$ cat src/rtl/ntc_pkg.sv
package ntc_pkg;

  localparam int TABLE_ROWS    = 101;
  localparam int ADC_BITS      = 10;
  localparam int FRACTION_BITS = 4;
  localparam int TEMP_W        = 12;
  localparam int STORED_ROWS   = 101;
  localparam int ROW_OFFSET    = 30;

  localparam int ROWS_USED = (TABLE_ROWS > STORED_ROWS) ? STORED_ROWS : TABLE_ROWS;
  localparam int ROW_W     = (ROWS_USED > 1) ? $clog2(ROWS_USED) : 1;
  localparam int QUO_W     = FRACTION_BITS + 1;

  // lower and upper code of each one-degree band, -30 C first
  localparam logic [15:0] BAND_LO_TBL [STORED_ROWS] = '{
    16'd958, 16'd955, 16'd951, 16'd948, 16'd944, 16'd940, 16'd936, 16'd932, 16'd927, 16'd922,
    16'd917, 16'd912, 16'd907, 16'd902, 16'd896, 16'd890, 16'd884, 16'd878, 16'd871, 16'd864,
    16'd857, 16'd850, 16'd843, 16'd835, 16'd827, 16'd819, 16'd811, 16'd803, 16'd794, 16'd785,
    16'd776, 16'd767, 16'd757, 16'd748, 16'd738, 16'd728, 16'd718, 16'd708, 16'd697, 16'd687,
    16'd676, 16'd665, 16'd654, 16'd640, 16'd631, 16'd620, 16'd608, 16'd597, 16'd586, 16'd574,
    16'd565, 16'd554, 16'd540, 16'd529, 16'd517, 16'd506, 16'd496, 16'd485, 16'd475, 16'd464,
    16'd453, 16'd442, 16'd432, 16'd421, 16'd411, 16'd400, 16'd390, 16'd380, 16'd370, 16'd360,
    16'd351, 16'd342, 16'd332, 16'd323, 16'd315, 16'd306, 16'd297, 16'd289, 16'd281, 16'd273,
    16'd266, 16'd258, 16'd250, 16'd243, 16'd236, 16'd229, 16'd223, 16'd216, 16'd210, 16'd204,
    16'd200, 16'd192, 16'd186, 16'd181, 16'd176, 16'd170, 16'd165, 16'd161, 16'd156, 16'd151,
    16'd147
  };

  localparam logic [15:0] BAND_HI_TBL [STORED_ROWS] = '{
    16'd963, 16'd957, 16'd954, 16'd950, 16'd947, 16'd943, 16'd939, 16'd935, 16'd931, 16'd926,
    16'd921, 16'd916, 16'd911, 16'd906, 16'd901, 16'd895, 16'd889, 16'd883, 16'd877, 16'd870,
    16'd863, 16'd856, 16'd849, 16'd842, 16'd834, 16'd826, 16'd818, 16'd810, 16'd802, 16'd793,
    16'd784, 16'd775, 16'd766, 16'd756, 16'd747, 16'd737, 16'd727, 16'd717, 16'd707, 16'd696,
    16'd686, 16'd675, 16'd664, 16'd655, 16'd639, 16'd630, 16'd619, 16'd607, 16'd596, 16'd585,
    16'd573, 16'd564, 16'd553, 16'd539, 16'd528, 16'd516, 16'd505, 16'd495, 16'd484, 16'd474,
    16'd463, 16'd452, 16'd441, 16'd431, 16'd420, 16'd410, 16'd399, 16'd389, 16'd379, 16'd369,
    16'd359, 16'd350, 16'd341, 16'd331, 16'd322, 16'd314, 16'd305, 16'd296, 16'd288, 16'd280,
    16'd272, 16'd265, 16'd257, 16'd249, 16'd242, 16'd235, 16'd228, 16'd222, 16'd215, 16'd209,
    16'd203, 16'd199, 16'd191, 16'd185, 16'd180, 16'd175, 16'd169, 16'd164, 16'd160, 16'd155,
    16'd150
  };

  localparam logic [ADC_BITS-1:0] CODE_TOP    = BAND_HI_TBL[0][ADC_BITS-1:0];
  localparam logic [ADC_BITS-1:0] CODE_BOTTOM = BAND_LO_TBL[ROWS_USED-1][ADC_BITS-1:0];

  function automatic logic [ADC_BITS-1:0] band_lo(input logic [ROW_W-1:0] idx);
    return BAND_LO_TBL[idx][ADC_BITS-1:0];
  endfunction

  function automatic logic [ADC_BITS-1:0] band_hi(input logic [ROW_W-1:0] idx);
    return BAND_HI_TBL[idx][ADC_BITS-1:0];
  endfunction

  // band search result handed to the divider
  typedef struct packed {
    logic [ROW_W-1:0]    row;
    logic [ADC_BITS-1:0] num;
    logic [ADC_BITS-1:0] den;
    logic                flag;
  } band_t;

  // divider result handed to the output stage
  typedef struct packed {
    logic [ROW_W-1:0] row;
    logic [QUO_W-1:0] frac;
    logic             flag;
  } frac_t;

endpackage

$ cat src/rtl/ntc_if.sv
interface ntc_in_if;
  import ntc_pkg::*;

  logic                valid;
  logic                ready;
  logic [ADC_BITS-1:0] adc_code;

  modport source (output valid, output adc_code, input ready);
  modport sink   (input valid, input adc_code, output ready);
endinterface

interface ntc_out_if;
  import ntc_pkg::*;

  logic                     valid;
  logic                     ready;
  logic signed [TEMP_W-1:0] temperature_q4;
  logic                     out_of_range;

  modport source (output valid, output temperature_q4, output out_of_range, input ready);
  modport sink   (input valid, input temperature_q4, input out_of_range, output ready);
endinterface

$ cat src/rtl/ntc_band_search.sv
module ntc_band_search (
  input  logic                clk,
  input  logic                rst_n,
  input  logic                in_valid,
  output logic                in_ready,
  input  logic [ntc_pkg::ADC_BITS-1:0] in_code,
  output logic                out_valid,
  input  logic                out_ready,
  output ntc_pkg::band_t      out_band
);
  import ntc_pkg::*;

  // stage 1: clamp
  logic                v1_r;
  logic [ADC_BITS-1:0] c1_r, c1_nxt;
  logic                f1_r, f1_nxt;
  // stage 2: first-match row
  logic                v2_r;
  logic [ADC_BITS-1:0] c2_r;
  logic [ROW_W-1:0]    row2_r, row2_nxt;
  logic                f2_r;
  // stage 3: band operands
  logic                v3_r;
  band_t               band3_r, band3_nxt;

  logic rdy1, rdy2, rdy3;
  logic [ADC_BITS-1:0] hi, lo;
  logic                band_ok;

  assign rdy3     = !v3_r || out_ready;
  assign rdy2     = !v2_r || rdy3;
  assign rdy1     = !v1_r || rdy2;
  assign in_ready = rdy1;

  always_comb begin
    c1_nxt = in_code;
    f1_nxt = 1'b0;
    if (in_code > CODE_TOP) begin
      c1_nxt = CODE_TOP;
      f1_nxt = 1'b1;
    end
    if (in_code < CODE_BOTTOM) begin
      c1_nxt = CODE_BOTTOM;
      f1_nxt = 1'b1;
    end
  end

  // lowest row whose lower bound is not above the code
  always_comb begin
    row2_nxt = ROW_W'(ROWS_USED - 1);
    for (int i = ROWS_USED - 1; i >= 0; i--) begin
      if (band_lo(ROW_W'(i)) <= c1_r) begin
        row2_nxt = ROW_W'(i);
      end
    end
  end

  always_comb begin
    hi      = band_hi(row2_r);
    lo      = band_lo(row2_r);
    band_ok = (hi > lo) && (c2_r <= hi);
    band3_nxt.row  = row2_r;
    band3_nxt.flag = f2_r;
    band3_nxt.num  = band_ok ? (hi - c2_r) : '0;
    band3_nxt.den  = band_ok ? (hi - lo) : ADC_BITS'(1);
  end

  always_ff @(posedge clk) begin
    if (!rst_n) begin
      v1_r <= 1'b0;
      v2_r <= 1'b0;
      v3_r <= 1'b0;
    end else begin
      if (rdy1) v1_r <= in_valid;
      if (rdy2) v2_r <= v1_r;
      if (rdy3) v3_r <= v2_r;
    end
  end

  always_ff @(posedge clk) begin
    if (rdy1 && in_valid) begin
      c1_r <= c1_nxt;
      f1_r <= f1_nxt;
    end
    if (rdy2 && v1_r) begin
      c2_r   <= c1_r;
      f2_r   <= f1_r;
      row2_r <= row2_nxt;
    end
    if (rdy3 && v2_r) begin
      band3_r <= band3_nxt;
    end
  end

  assign out_valid = v3_r;
  assign out_band  = band3_r;

endmodule

$ cat src/rtl/ntc_frac_div.sv
module ntc_frac_div (
  input  logic           clk,
  input  logic           rst_n,
  input  logic           in_valid,
  output logic           in_ready,
  input  ntc_pkg::band_t in_band,
  output logic           out_valid,
  input  logic           out_ready,
  output ntc_pkg::frac_t out_frac
);
  import ntc_pkg::*;

  localparam int STEPS = QUO_W;
  localparam int REM_W = ADC_BITS + 1;

  logic [STEPS-1:0]    vld_r;
  logic [STEPS:0]      rdy;
  logic [REM_W-1:0]    rem_r [STEPS];
  logic [ADC_BITS-1:0] den_r [STEPS];
  logic [QUO_W-1:0]    quo_r [STEPS];
  logic [ROW_W-1:0]    row_r [STEPS];
  logic [STEPS-1:0]    flag_r;

  assign rdy[STEPS] = out_ready;
  assign in_ready   = rdy[0];

  // one restoring quotient bit per stage, most significant first
  for (genvar k = 0; k < STEPS; k++) begin : g_step
    logic                src_v;
    logic [REM_W-1:0]    src_rem;
    logic [ADC_BITS-1:0] src_den;
    logic [QUO_W-1:0]    src_quo;
    logic [ROW_W-1:0]    src_row;
    logic                src_flag;
    logic                ge;
    logic [REM_W-1:0]    rem_nxt;
    logic [QUO_W-1:0]    quo_nxt;

    if (k == 0) begin : g_first
      always_comb begin
        src_v    = in_valid;
        src_rem  = {1'b0, in_band.num};
        src_den  = in_band.den;
        src_quo  = '0;
        src_row  = in_band.row;
        src_flag = in_band.flag;
      end
    end else begin : g_next
      always_comb begin
        src_v    = vld_r[k-1];
        src_rem  = {rem_r[k-1][REM_W-2:0], 1'b0};
        src_den  = den_r[k-1];
        src_quo  = quo_r[k-1];
        src_row  = row_r[k-1];
        src_flag = flag_r[k-1];
      end
    end

    always_comb begin
      ge      = src_rem >= {1'b0, src_den};
      rem_nxt = ge ? (src_rem - {1'b0, src_den}) : src_rem;
      quo_nxt = (src_quo << 1) | QUO_W'(ge);
    end

    assign rdy[k] = !vld_r[k] || rdy[k+1];

    always_ff @(posedge clk) begin
      if (!rst_n) begin
        vld_r[k] <= 1'b0;
      end else if (rdy[k]) begin
        vld_r[k] <= src_v;
      end
    end

    always_ff @(posedge clk) begin
      if (rdy[k] && src_v) begin
        rem_r[k]  <= rem_nxt;
        den_r[k]  <= src_den;
        quo_r[k]  <= quo_nxt;
        row_r[k]  <= src_row;
        flag_r[k] <= src_flag;
      end
    end
  end

  assign out_valid     = vld_r[STEPS-1];
  assign out_frac.row  = row_r[STEPS-1];
  assign out_frac.frac = quo_r[STEPS-1];
  assign out_frac.flag = flag_r[STEPS-1];

endmodule

$ cat src/rtl/ntc_table_search_temperature_unit.sv
// channel   dir  payload                              handshake
// in_chan   in   adc_code[9:0]                        valid/ready
// out_chan  out  temperature_q4[11:0] s, out_of_range valid/ready
//
// registered steps in order: clamp, band match, band operands, one divider
// stage per quotient bit, output register
// one beat per cycle unless stalled; every stage holds its own valid bit
// rst_n is synchronous and clears only the valid bits
// a stalled output fills the pipe from the back; no beat is dropped or repeated
module ntc_table_search_temperature_unit (
  input  logic clk,
  input  logic rst_n,
  ntc_in_if.sink    in_chan,
  ntc_out_if.source out_chan
);
  import ntc_pkg::*;

  // search front end -> divider
  logic  band_valid, band_ready;
  band_t band;

  // divider -> output register
  logic  frac_valid, frac_ready;
  frac_t frac;

  // output register
  logic              out_valid_r;
  logic [TEMP_W-1:0] temp_r, temp_nxt;
  logic              flag_r;
  logic [TEMP_W-1:0] degrees;

  ntc_band_search u_search (
    .clk       (clk),
    .rst_n     (rst_n),
    .in_valid  (in_chan.valid),
    .in_ready  (in_chan.ready),
    .in_code   (in_chan.adc_code),
    .out_valid (band_valid),
    .out_ready (band_ready),
    .out_band  (band)
  );

  ntc_frac_div u_div (
    .clk       (clk),
    .rst_n     (rst_n),
    .in_valid  (band_valid),
    .in_ready  (band_ready),
    .in_band   (band),
    .out_valid (frac_valid),
    .out_ready (frac_ready),
    .out_frac  (frac)
  );

  // whole degrees relative to -30 C, then scale and add the fraction
  always_comb begin
    degrees  = TEMP_W'(frac.row) - TEMP_W'(ROW_OFFSET);
    temp_nxt = (degrees << FRACTION_BITS) + TEMP_W'(frac.frac);
  end

  // output register frees the divider whenever the sink takes the beat
  assign frac_ready = !out_valid_r || out_chan.ready;

  always_ff @(posedge clk) begin
    if (!rst_n) begin
      out_valid_r <= 1'b0;
    end else if (frac_ready) begin
      out_valid_r <= frac_valid;
    end
  end

  always_ff @(posedge clk) begin
    if (frac_ready && frac_valid) begin
      temp_r <= temp_nxt;
      flag_r <= frac.flag;
    end
  end

  assign out_chan.valid          = out_valid_r;
  assign out_chan.temperature_q4 = $signed(temp_r);
  assign out_chan.out_of_range   = flag_r;

endmodule
$ cat src/flat_wrapper.sv
// flat-port wrapper written by rule: the top's interface ports become plain ports
module ntc_table_search_temperature_unit_flat import ntc_pkg::*;
  (clk, rst_n, in_chan_valid, in_chan_adc_code, in_chan_ready, out_chan_valid, out_chan_temperature_q4, out_chan_out_of_range, out_chan_ready);
  ntc_in_if in_chan_i ();
  ntc_out_if out_chan_i ();
  input  logic clk;
  input  logic rst_n;
  input wire logic [$bits(in_chan_i.valid)-1:0] in_chan_valid;
  input wire logic [$bits(in_chan_i.adc_code)-1:0] in_chan_adc_code;
  output wire logic [$bits(in_chan_i.ready)-1:0] in_chan_ready;
  output wire logic [$bits(out_chan_i.valid)-1:0] out_chan_valid;
  output wire logic [$bits(out_chan_i.temperature_q4)-1:0] out_chan_temperature_q4;
  output wire logic [$bits(out_chan_i.out_of_range)-1:0] out_chan_out_of_range;
  input wire logic [$bits(out_chan_i.ready)-1:0] out_chan_ready;
  assign in_chan_i.valid = in_chan_valid;
  assign in_chan_i.adc_code = in_chan_adc_code;
  assign in_chan_ready = in_chan_i.ready;
  assign out_chan_valid = out_chan_i.valid;
  assign out_chan_temperature_q4 = out_chan_i.temperature_q4;
  assign out_chan_out_of_range = out_chan_i.out_of_range;
  assign out_chan_i.ready = out_chan_ready;
  ntc_table_search_temperature_unit u_core (.clk(clk), .rst_n(rst_n), .in_chan(in_chan_i), .out_chan(out_chan_i));
endmodule
$ cat config.mk
export PLATFORM = sky130hd
export DESIGN_NAME = ntc_table_search_temperature_unit_flat
export DESIGN_NICKNAME = d
export VERILOG_FILES = /design/src/rtl/ntc_pkg.sv /design/src/rtl/ntc_if.sv /design/src/rtl/ntc_band_search.sv /design/src/rtl/ntc_frac_div.sv /design/src/rtl/ntc_table_search_temperature_unit.sv /design/src/flat_wrapper.sv
export SDC_FILE = /design/constraint.sdc
export NUM_CORES = 1
export LEC_CHECK = 0
export ABC_CLOCK_PERIOD_IN_PS = 7000
export CAP_MARGIN = 20
export CORE_ASPECT_RATIO = 0.6
export CORE_MARGIN = 2
export CORE_UTILIZATION = 50
export DETAILED_ROUTE_END_ITERATION = 16
export DONT_BUFFER_PORTS = 1
export SLEW_MARGIN = 20
export SYNTH_ARGS = -nofsm -noshare
export SYNTH_HDL_FRONTEND = slang
export SYNTH_SLANG_ARGS = --single-unit
$ cat constraint.sdc
create_clock -name clk -period 7 [get_ports clk]
set_input_delay 0.35 -clock clk [delete_from_list [all_inputs] [get_ports clk]]
set_output_delay 0.35 -clock clk [all_outputs]
set_load 0.01 [all_outputs]
==> results.cfg, run 1 <==
[status]
outcome = completed

[synthesis]
async_flop_share_pct = 0
synth_flop_cell = edfxtp_1
ys_warn_count = 0
syn_avg_cell_area_um2 = 9.48
synth_area_um2 = 14500
synth.top_cell.area_share_pct = 42.5
yosysUniqueCellTypes = 83
synth.area.top_cells = edfxtp_1 42%, ha_1 7.6%, a21oi_1 4.7%, o21ai_0 3.9%, nor2_1 3.3%
ys_top_cells_by_count = 205 x edfxtp_1, 135 x a21oi_1, 126 x nor2_1, 114 x nand2_1, 112 x o21ai_0
yosysMostFrequentCell = edfxtp_1
ys_seq_area_share_pct = 43.7
syn-num-nets = 1636
syn_inst = 1528
synth_edf_count = 205
synth-seq-cells = 214
synth_top_cell_by_area = edfxtp_1

[setup_path]
cpMaxStageDelayCell = ha_1
critPathBufInv = 1
endpoint = u_core.u_search.out_band[15]
regToRegEndpoint = u_core.u_search.out_band[15]
reg2reg_depth = 17
worstSetupPathDepth = 17
cpPeakStageDelay_ns = 0.85
cpLargestDelayFamily = compound AO/OA/AOI/OAI gates
crit_path_start = u_core.u_search.row2_r[1]
critPathCaptureType = register
timing.rr.start = u_core.u_search.row2_r[1]
worstPathMaxFanout = 20
cp-start-kind = register
worstSetupPathType = register to register
required_ns = 7.24
r2r_setup_slack_ns = 1.44
cp_cell_sequence = clkinv_1, ha_1, nor2_1, o21ai_0, o311a_1, a21oi_1, o21ai_0, o21ai_0, fa_1, a21o_1, a21oi_1, o21bai_1, a21oi_1, o21ai_1, nor4_1, or4_1, nor2_1
cp.arrival_ns = 5.79

[timing]
timing.final.crit_share_pct = 79.4
max_freq_ghz = 0.180
setup_tns_ns = 0
drv_slew = 0
finalCriticalPeriod_ns = 5.56
worst_clock_skew_ns = 0.0140
rsz0062_at_grt = no
worstMarginPinSlew_ns = 1.01
setup_violations = 0
hold_slack_ns = 0.0209
relSlewSlack_pct = 32.6
hold_violations = 0

[floorplanning]
die_h_um = 136
die-area_um2 = 30400
die_w_um = 224
ioPinCount = 29
fp-row-count = 48
core_um2 = 28600
initial_utilization_pct = 50.6

[pwr]
power_w = 0.00346
ir_drop_mv = 0.169
comb_power_share_pct = 20.3
clockPowerShare_pct = 37.6
p_seq_share_pct = 42.0
power.density_nw_per_um2 = 221
p_switching_w = 0.000985
p_int_w = 0.00247
power_leakage_nw = 5.84
swShare_pct = 28.5

[placed_design]
port_buffers = 0
dp.cells = 1842
hpwl_mm = 29.4
gp_congestion = 0.995

[global_routing]
grt_use_total_pct = 27.6
grt_busiest_layer = met1
grt_util_met3_pct = 5.77
grt_util_met1_pct = 44.8
grt_pass1_vias = 11108
antenna_found_initial = 0
grtUsageMet2_pct = 36.3
grt_start_max_net_pins = 67
overflow = 0
grt_first_pass_wirelength_mm = 65.0

[layout]
finalNetCount = 1604
multi_input_area_um2 = 7420
area_growth_pct = 8.05
diodes = 0
regArea_um2 = 6340
layout-drive-gt1-share_pct = 7.41
layoutNonFillerInstCount = 1887
fillerInstances = 2576
fin_util_pct = 54.6

[routing]
drt_iter0_drc = 1757
wl_mm = 42.1
drt-pass1-iter-count = 6
drt-wirelength-per-cell_um = 22.3
ant_nets = 0
viasPerCell = 6.41
vias = 12096
drt_drc_violations_left = 0

[clock_tree]
htreeDepth = 1
cts_tree = built
path_clk_slew_ns = 0.06
cts_buffer_depth = 3
cts_setup_buffers = 0
cts_resized = 0
cts.sinks = 214
clock-root-buffer = clkbuf_16
clock_latency_ns = 0.52
cts_buffers = 22

[job]
drv_cap = 0

[hold_path]
hp-class = input pin to register
min-delay-start = in_chan_adc_code[7]
## state kept, by name (all words and copies together), names as in the netlist
signal and count:
u_core.u_div.out_valid 1, u_core.u_div.g_step.src_flag 4, u_core.u_search.f1_r 1, u_core.u_search.c1_r 10, u_core.u_div.quo_r 15, u_core.u_search.row2_r 7
u_core.u_div.g_step.src_v 4, u_core.u_div.den_r 40, u_core.u_search.out_valid 1, u_core.u_div.out_frac 1, u_core.out_chan.valid 1, u_core.out_chan.temperature_q4 12
u_core.u_search.f2_r 1, u_core.u_search.v1_r 1, u_core.u_div.rem_r 40, u_core.u_search.out_band 28, u_core.u_div.row_r 35, u_core.u_search.v2_r 1
u_core.out_chan.out_of_range 1, u_core.u_search.c2_r 10
## how the worst min path moves through the flow
stage	endpoint	slack, ns	cells after the start
finish	u_core.u_search.c1_r[7]	0.02	1
global route	u_core.u_search.c1_r[2]	0.01	1
CTS	u_core.u_search.c1_r[5]	0.004	1
detailed placement	u_core.out_chan.temperature_q4[1]	0.40	0
global placement	u_core.u_div.quo_r[0][6]	0.40	0
floorplan	u_core.out_chan.out_of_range	0.40	0
## cells in the final DEF (no fill, tap or decap), drive strengths merged, types with 14 or more instances in the layout
cell,instances
a21o,21
a31oi,31
nand3,26
buf,27
nor2,126
nand2b,26
nand2,114
nor2b,42
and2,22
edfxtp,205
clkbuf,26
nor3,40
o21a,18
mux2,26
o21ai,114
ha,88
a21oi,135
a211oi,25
and3,14
xnor2,29
inv,104
xor2,17
## power groups by stage
| stage | combinational (W) | clock [W] | sequential, W |
|---|---|---|---|
| after floorplan | 0.000492 | 0 | 0.00147 |
| after global placement | 0.000683 | 0 | 0.00148 |
| after detailed placement | 0.000670 | 0 | 0.00148 |
| after CTS | 0.000680 | 0.00133 | 0.00145 |
| after global routing | 0.000761 | 0.00137 | 0.00145 |
| final | 0.000702 | 0.00130 | 0.00145 |
## timing repair
action                                  4_1_cts  5_1_grt
hold endpoints to repair                     12        0
hold buffers                                  5        0
endpoints found under the setup margin        0        0
## routing by layer
metal	vias to the layer above	part of all wire [%]
met3	95	9.3
met2	612	38
met4	0	2.3
met1	5782	51
met5	-	0
li1	5607	-
## metrics by stage
| step | area, um^2 | setup WS (ns) |
|---|---|---|
| 5_1_grt | 15700 | 1.15 |
| 3_5_place_dp | 14800 | 1.59 |
| 3_3_place_gp | 14800 | 1.60 |
| 4_1_cts | 15700 | 1.58 |
| 2_1_floorplan | 14500 | 2.12 |
| 6_report | 15700 | 1.44 |
## cells by family (layout without fill, tap and decap cells)
family          after synthesis  in the layout  synth area share (%)
compound gates              477            477                  21.0
xor+xnor                     46             46                  2.78
fa+ha+maj                    97             97                  8.64
buf+inv                     189            173                  5.18
flops                       214            214                  43.7
mux                          33             33                  2.59
simple gates                472            472                  16.1
## worst register-to-register path: stages, from the launching register on
cell and delay, ns:
edfxtp_1 0.34, clkinv_1 0.38, ha_1 0.86, nor2_1 0.19, o21ai_0 0.22, o311a_1 0.21
a21oi_1 0.05, o21ai_0 0.36, o21ai_0 0.32, fa_1 0.51, a21o_1 0.17, a21oi_1 0.23
o21bai_1 0.09, a21oi_1 0.24, o21ai_1 0.15, nor4_1 0.24, or4_1 0.59, nor2_1 0.13
## area by class of cell
type	count	area share [%]
tap	375	3.00
clock buffer	26	3.75
inverter	101	2.42
multi-input combinational	1125	47.4
timing repair buffer	32	1.61
sequential	214	40.5
clock inverter	14	1.37
No activity file was read; power rests on OpenSTA's default activity.
==> run 2, diff against run 1 <==
--- a/config.mk
+++ b/config.mk
@@ -5,13 +5,14 @@
 export SDC_FILE = /design/constraint.sdc
 export NUM_CORES = 1
 export LEC_CHECK = 0
-export ABC_CLOCK_PERIOD_IN_PS = 7000
+export ABC_CLOCK_PERIOD_IN_PS = 5100
 export CAP_MARGIN = 20
 export CORE_ASPECT_RATIO = 0.6
 export CORE_MARGIN = 2
 export CORE_UTILIZATION = 50
 export DETAILED_ROUTE_END_ITERATION = 16
 export DONT_BUFFER_PORTS = 1
+export PLACE_DENSITY = 0.68
 export SLEW_MARGIN = 20
 export SYNTH_ARGS = -nofsm -noshare
 export SYNTH_HDL_FRONTEND = slang
==> constraint.sdc (replaced) <==
create_clock -name clk -period 5.1 [get_ports clk]
set_input_delay 0.255 -clock clk [delete_from_list [all_inputs] [get_ports clk]]
set_output_delay 0.255 -clock clk [all_outputs]
set_load 0.01 [all_outputs]
==> run 2 against run 1 <==
  * Clock power increased by 22%
  * Register-to-register slack lost 1.2 ns
  * Hold slack improved by 0.020 ns
  * Critical endpoint is now u_core.u_search.out_band[18]
  * Sequential power is 39% higher
  * Largest power group unchanged
  * Utilization is 0.74 points higher
  * Power is 33% higher
  * Routed wire length is 0.55% lower
  * Largest cell class unchanged
==> results.cfg, run 2 (same netlist as run 1, synthesis figures left out) <==
[clock_tree]
cts_buffers = 22
cts_setup_buffers = 0
clock-root-buffer = clkbuf_16
clock_latency_ns = 0.53
cts_resized = 0
cts_hold_buf = 13
cts.sinks = 214
cts_buffer_depth = 3
htreeDepth = 1
cts_tree = built
path_clk_slew_ns = 0.08

[setup_path]
cpPeakStageDelay_ns = 0.52
critPathBufInv = 4
cpLargestDelayFamily = compound AO/OA/AOI/OAI gates
reg2reg_depth = 19
cpMaxStageDelayCell = a31oi_1
worstPathMaxFanout = 14
r2r_setup_slack_ns = 0.24
cp.arrival_ns = 5.11
critPathCaptureType = register
cp_cell_sequence = clkinv_1, buf_4, ha_1, buf_4, o31ai_1, a22oi_1, a211oi_1, a211oi_1, a31oi_1, ha_1, a21o_1, a21oi_1, o21bai_1, a21oi_1, o21ai_1, nor4_1, or4_1, buf_4, nor2_1
timing.rr.start = u_core.u_search.row2_r[1]
required_ns = 5.36
cp-start-kind = register
worstSetupPathType = register to register
regToRegEndpoint = u_core.u_search.out_band[18]
cpMostUsedCell = buf_4

[timing]
setup_violations = 0
drv_slew = 0
hold_violations = 0
max_freq_ghz = 0.206
setup_tns_ns = 0
worst_clock_skew_ns = 0.0187
relSlewSlack_pct = 30.0
worstMarginPinSlew_ns = 1.05
timing.final.crit_share_pct = 95.3
rsz0062_at_grt = no
finalCriticalPeriod_ns = 4.86

[pwr]
swShare_pct = 30.0
power.density_nw_per_um2 = 289
p_seq_share_pct = 44.1
p_switching_w = 0.00137
ir_drop_mv = 0.206
comb_power_share_pct = 21.3
clockPowerShare_pct = 34.5
p_int_w = 0.00321
power_w = 0.00459
power_leakage_nw = 5.95

[routing]
viasPerCell = 6.34
drt-pass1-iter-count = 6
drt-wirelength-per-cell_um = 21.8
drt_iter0_drc = 1501
wl_mm = 41.9
ant_nets = 0
vias = 12193
drt_drc_violations_left = 0

[hold_path]
hp-class = input pin to register
worstHoldEndpoint = u_core.u_search.c1_r[4]
min-delay-start = in_chan_adc_code[8]
hold_depth = 3

[floorplanning]
die-area_um2 = 30400
ioPinCount = 29
die_h_um = 136
fp-row-count = 48
initial_utilization_pct = 50.6
die_w_um = 224
core_um2 = 28600

[global_routing]
grt_pass1_vias = 11213
grt_start_max_net_pins = 67
grt_use_total_pct = 27.7
grt_first_pass_wirelength_mm = 65.0
overflow = 0
antenna_found_initial = 1

[status]
outcome = completed

[layout]
fin_util_pct = 55.4
finalNetCount = 1639
top_regs = u_core.u_div.den_r: 40 flops, u_core.u_div.rem_r: 40 flops, u_core.u_div.row_r: 35 flops
final_cell_mix = 205 x edfxtp_1, 135 x a21oi_1, 126 x nor2_1, 114 x nand2_1, 112 x o21ai_0
layoutNonFillerInstCount = 1923
area_growth_pct = 9.52
final_common_cell = edfxtp_1
layout-drive-gt1-share_pct = 8.92

[placed_design]
dp.cells = 1869
port_buffers = 0
hpwl_mm = 31.4
gp_congestion = 1.05

[job]
drv_cap = 0
## run 2: cell count changes in the layout (fill, tap and decap cells not counted), sizes merged
cell / delta
buf: +27
clkbuf: +3
clkinvlp: +2
dlygate4sd3: +8
bufinv: -4
inv: -2
diode: +1
clkinv: +1
## run 2: power by group through the flow
| stage | Sequential [W] | Combinational [W] | Clock [W] |
|---|---|---|---|
| 2_1_floorplan | 0.00202 | 0.000675 | 0 |
| 3_3_place_gp | 0.00206 | 0.000936 | 0 |
| 3_5_place_dp | 0.00206 | 0.000923 | 0 |
| 4_1_cts | 0.00202 | 0.000937 | 0.00162 |
| 5_1_grt | 0.00203 | 0.00105 | 0.00169 |
| 6_report | 0.00202 | 0.000977 | 0.00158 |
## run 2: area by class of cell
type                       count  area (um^2)
fill                        2554        12800
antenna                        1         2.50
clock inverter                11          106
sequential                   214         6340
timing repair buffer          67          561
clock buffer                  29          597
tap                          375          469
multi-input combinational   1125         7420
inverter                     101          379
## run 2: metal layers
metal / track usage, % / wire, um / up-vias / share of wire [%]
li1: - / - / 5675 / -
met3: 10.9 / 5970 / 81 / 14
met5: 0 / 0 / - / 0
met2: 36.7 / 15700 / 721 / 38
met1: 42.1 / 19300 / 5716 / 46
met4: 5.22 / 861 / 0 / 2.1
## run 2: tightest hold or removal path, cell delays in order
cell	delay [ns]
inv_1	0.03
a21oi_1	0.05
a21oi_1	0.11
## run 2: metrics by stage
| step | setup slack (ns) | hold WS [ns] | instance area [um^2] |
|---|---|---|---|
| after floorplan | 0.222 | 0.394 | 14500 |
| after global placement | 0.512 | 0.354 | 15000 |
| after detailed placement | 0.485 | 0.354 | 15000 |
| after CTS | 0.455 | 0.0302 | 15900 |
| after global routing | 0.00790 | 0.0645 | 15900 |
| final | 0.242 | 0.0410 | 15900 |
## run 2: worst max path at each step
stage | from | end | slack, ns | depth (start not counted)
3_3_place_gp | u_core.u_search.row2_r[1] | u_core.u_search.out_band[15] | 0.51 | 19
5_1_grt | u_core.u_search.row2_r[1] | u_core.u_search.out_band[9] | 0.008 | 21
3_5_place_dp | u_core.u_search.row2_r[0] | u_core.u_search.out_band[18] | 0.49 | 19
4_1_cts | u_core.u_search.row2_r[0] | u_core.u_search.out_band[18] | 0.45 | 19
2_1_floorplan | u_core.u_search.row2_r[1] | u_core.u_search.out_band[1] | 0.22 | 18
6_report | u_core.u_search.row2_r[1] | u_core.u_search.out_band[18] | 0.24 | 19
==> run 3, diff against run 2 <==
--- a/config.mk
+++ b/config.mk
@@ -12,7 +12,7 @@
 export CORE_UTILIZATION = 50
 export DETAILED_ROUTE_END_ITERATION = 16
 export DONT_BUFFER_PORTS = 1
-export PLACE_DENSITY = 0.68
+export PLACE_DENSITY_LB_ADDON = 0.12
 export SLEW_MARGIN = 20
 export SYNTH_ARGS = -nofsm -noshare
 export SYNTH_HDL_FRONTEND = slang
==> constraint.sdc (replaced) <==
create_clock -name clk -period 5.1 [get_ports clk]
set_input_delay 0.51 -clock clk [delete_from_list [all_inputs] [get_ports clk]]
set_output_delay 0.51 -clock clk [all_outputs]
set_load 0.01 [all_outputs]
==> run 3 against run 2 <==
  * Power fell by 0.49%
  * Clock-buffer cell count fell by 5
  * Critical path type unchanged
  * Non-clock buffer count fell by 13
  * Clock power barely moved
  * First-iteration DRC count rose by 9.3%
  * Largest cell class unchanged
  * Sequential cell count did not move
==> results.cfg, run 3 (same netlist as run 1, synthesis figures left out) <==
[timing]
finalCriticalPeriod_ns = 4.67
hold_slack_ns = 0.0926
hold_violations = 0
setup_tns_ns = 0
setup_violations = 0
timing.final.crit_share_pct = 91.6
worstMarginPinSlew_ns = 1.10
relSlewSlack_pct = 26.7
worst_clock_skew_ns = 0.0199
max_freq_ghz = 0.214
drv_slew = 0
rsz0062_at_grt = no

[placed_design]
hpwl_mm = 31.4
gp_congestion = 0.994
port_buffers = 0

[routing]
dr_wl_met3_mm = 5.59
drt_drc_violations_left = 0
wl_mm = 41.9
vias = 12112
ant_nets = 0
drt-wirelength-per-cell_um = 22.0
wl_met1_mm = 19.7
drt_iter0_drc = 1640
viasPerCell = 6.34
route.met2.wl_mm = 15.6
highest_layer = met5
drt-pass1-iter-count = 8

[setup_path]
regToRegEndpoint = u_core.u_search.out_band[1]
cp-start-kind = register
cp.arrival_ns = 4.94
r2r_setup_slack_ns = 0.43
reg2reg_depth = 16
required_ns = 5.37
worstSetupPathDepth = 16
critPathCaptureType = register
cpPeakStageDelay_ns = 0.54
timing.rr.start = u_core.u_search.row2_r[1]
cpMaxStageDelayCell = or4_1
cpMostUsedCell = buf_4
worstPathMaxFanout = 15
cp_cell_sequence = buf_4, ha_1, buf_4, a21oi_1, a221oi_1, a2111oi_0, a21o_1, ha_1, inv_1, o21bai_1, a21oi_1, o21ai_1, nor4_1, or4_1, buf_4, or2_1
cpLargestDelayFamily = compound AO/OA/AOI/OAI gates
critPathBufInv = 4
worstSetupPathType = register to register

[global_routing]
grt_use_total_pct = 27.6
overflow = 0
antenna_found_initial = 1
grt_first_pass_wirelength_mm = 64.6
grt_pass1_vias = 11044
grt_start_max_net_pins = 67

[clock_tree]
htreeDepth = 1
cts_hold_buf = 0
cts_buffers = 22
cts_resized = 0
cts.sinks = 214
clock-root-buffer = clkbuf_16
cts_setup_buffers = 0
clock_latency_ns = 0.52
path_clk_slew_ns = 0.07
cts_tree = built
cts_buffer_depth = 3

[pwr]
comb_power_share_pct = 20.8
power.density_nw_per_um2 = 290
p_seq_share_pct = 44.7
clockPowerShare_pct = 34.6
ir_drop_mv = 0.252
p_int_w = 0.00322
p_switching_w = 0.00134
swShare_pct = 29.5
power_leakage_nw = 5.90

[floorplanning]
die_h_um = 136
die-area_um2 = 30400
fp-row-count = 48
initial_utilization_pct = 50.6
die_w_um = 224
ioPinCount = 29
core_um2 = 28600

[layout]
multi_input_area_um2 = 7420
top_regs = u_core.u_div.den_r: 40 flops, u_core.u_div.rem_r: 40 flops, u_core.u_div.row_r: 35 flops
regArea_um2 = 6340
final_common_cell = edfxtp_1
final_cell_mix = 205 x edfxtp_1, 135 x a21oi_1, 126 x nor2_1, 114 x nand2_1, 112 x o21ai_0
diodes = 0
fillerInstances = 2548
finalNetCount = 1626
layout-drive-gt1-share_pct = 8.87
area_growth_pct = 8.65

[hold_path]
worstHoldEndpoint = u_core.u_search.c1_r[9]
hold_depth = 0
min-delay-start = in_chan_adc_code[9]
hp-class = input pin to register

[status]
outcome = completed

[job]
drv_cap = 0
run 3: cell count changes in the layout (fill, tap and decap cells not counted), moves of 2 or more:
cell,before,now
clkinv_1,2,8
clkbuf_8,2,0
dlygate4sd3_1,13,0
clkbuf_1,5,2
run 3: cell type report:
cell class | instances | area share, %
sequential | 214 | 40.3
clock inverter | 16 | 0.922
tap | 375 | 2.98
clock buffer | 24 | 3.55
multi-input combinational | 1125 | 47.2
timing repair buffer | 54 | 2.73
inverter | 101 | 2.41
run 3: power by group through the flow:
stage / clock [W] / combinational [W] / sequential (W)
floorplan: 0 / 0.000675 / 0.00202
global placement: 0 / 0.000924 / 0.00207
detailed placement: 0 / 0.000908 / 0.00207
CTS: 0.00162 / 0.000913 / 0.00204
global route: 0.00170 / 0.00102 / 0.00204
finish: 0.00158 / 0.000947 / 0.00204
run 3: worst max-delay path by stage:
stage	from	end	slack, ns
finish	u_core.u_search.row2_r[1]	u_core.u_search.out_band[1]	0.43
global route	u_core.u_search.row2_r[0]	u_core.u_search.out_band[1]	0.20
CTS	u_core.u_search.row2_r[1]	u_core.u_search.out_band[1]	0.53
detailed placement	u_core.u_search.row2_r[0]	u_core.u_search.out_band[1]	0.57
global placement	u_core.u_search.row2_r[4]	u_core.u_search.out_band[1]	0.55
floorplan	u_core.u_search.row2_r[1]	u_core.u_search.out_band[1]	0.22
run 3: metrics by stage:
stage                     total power, W  instance area [um^2]  std cells  util (%)  worst slack [ns]
after detailed placement         0.00298                 15000       1869      52.5             0.566
after global placement           0.00300                 15000       1869      52.5             0.549
after CTS                        0.00457                 15700       1909      54.9             0.531
final                            0.00456                 15700       1909      54.9             0.428
after global routing             0.00476                 15700       1909      54.9             0.200
after floorplan                  0.00270                 14500       1528         -             0.222
run 3: routing by layer:
metal	track usage, %	vias up
met5	1.13	-
met1	43.0	5682
met4	6.19	4
met3	10.4	84
met2	35.3	678
li1	-	5664
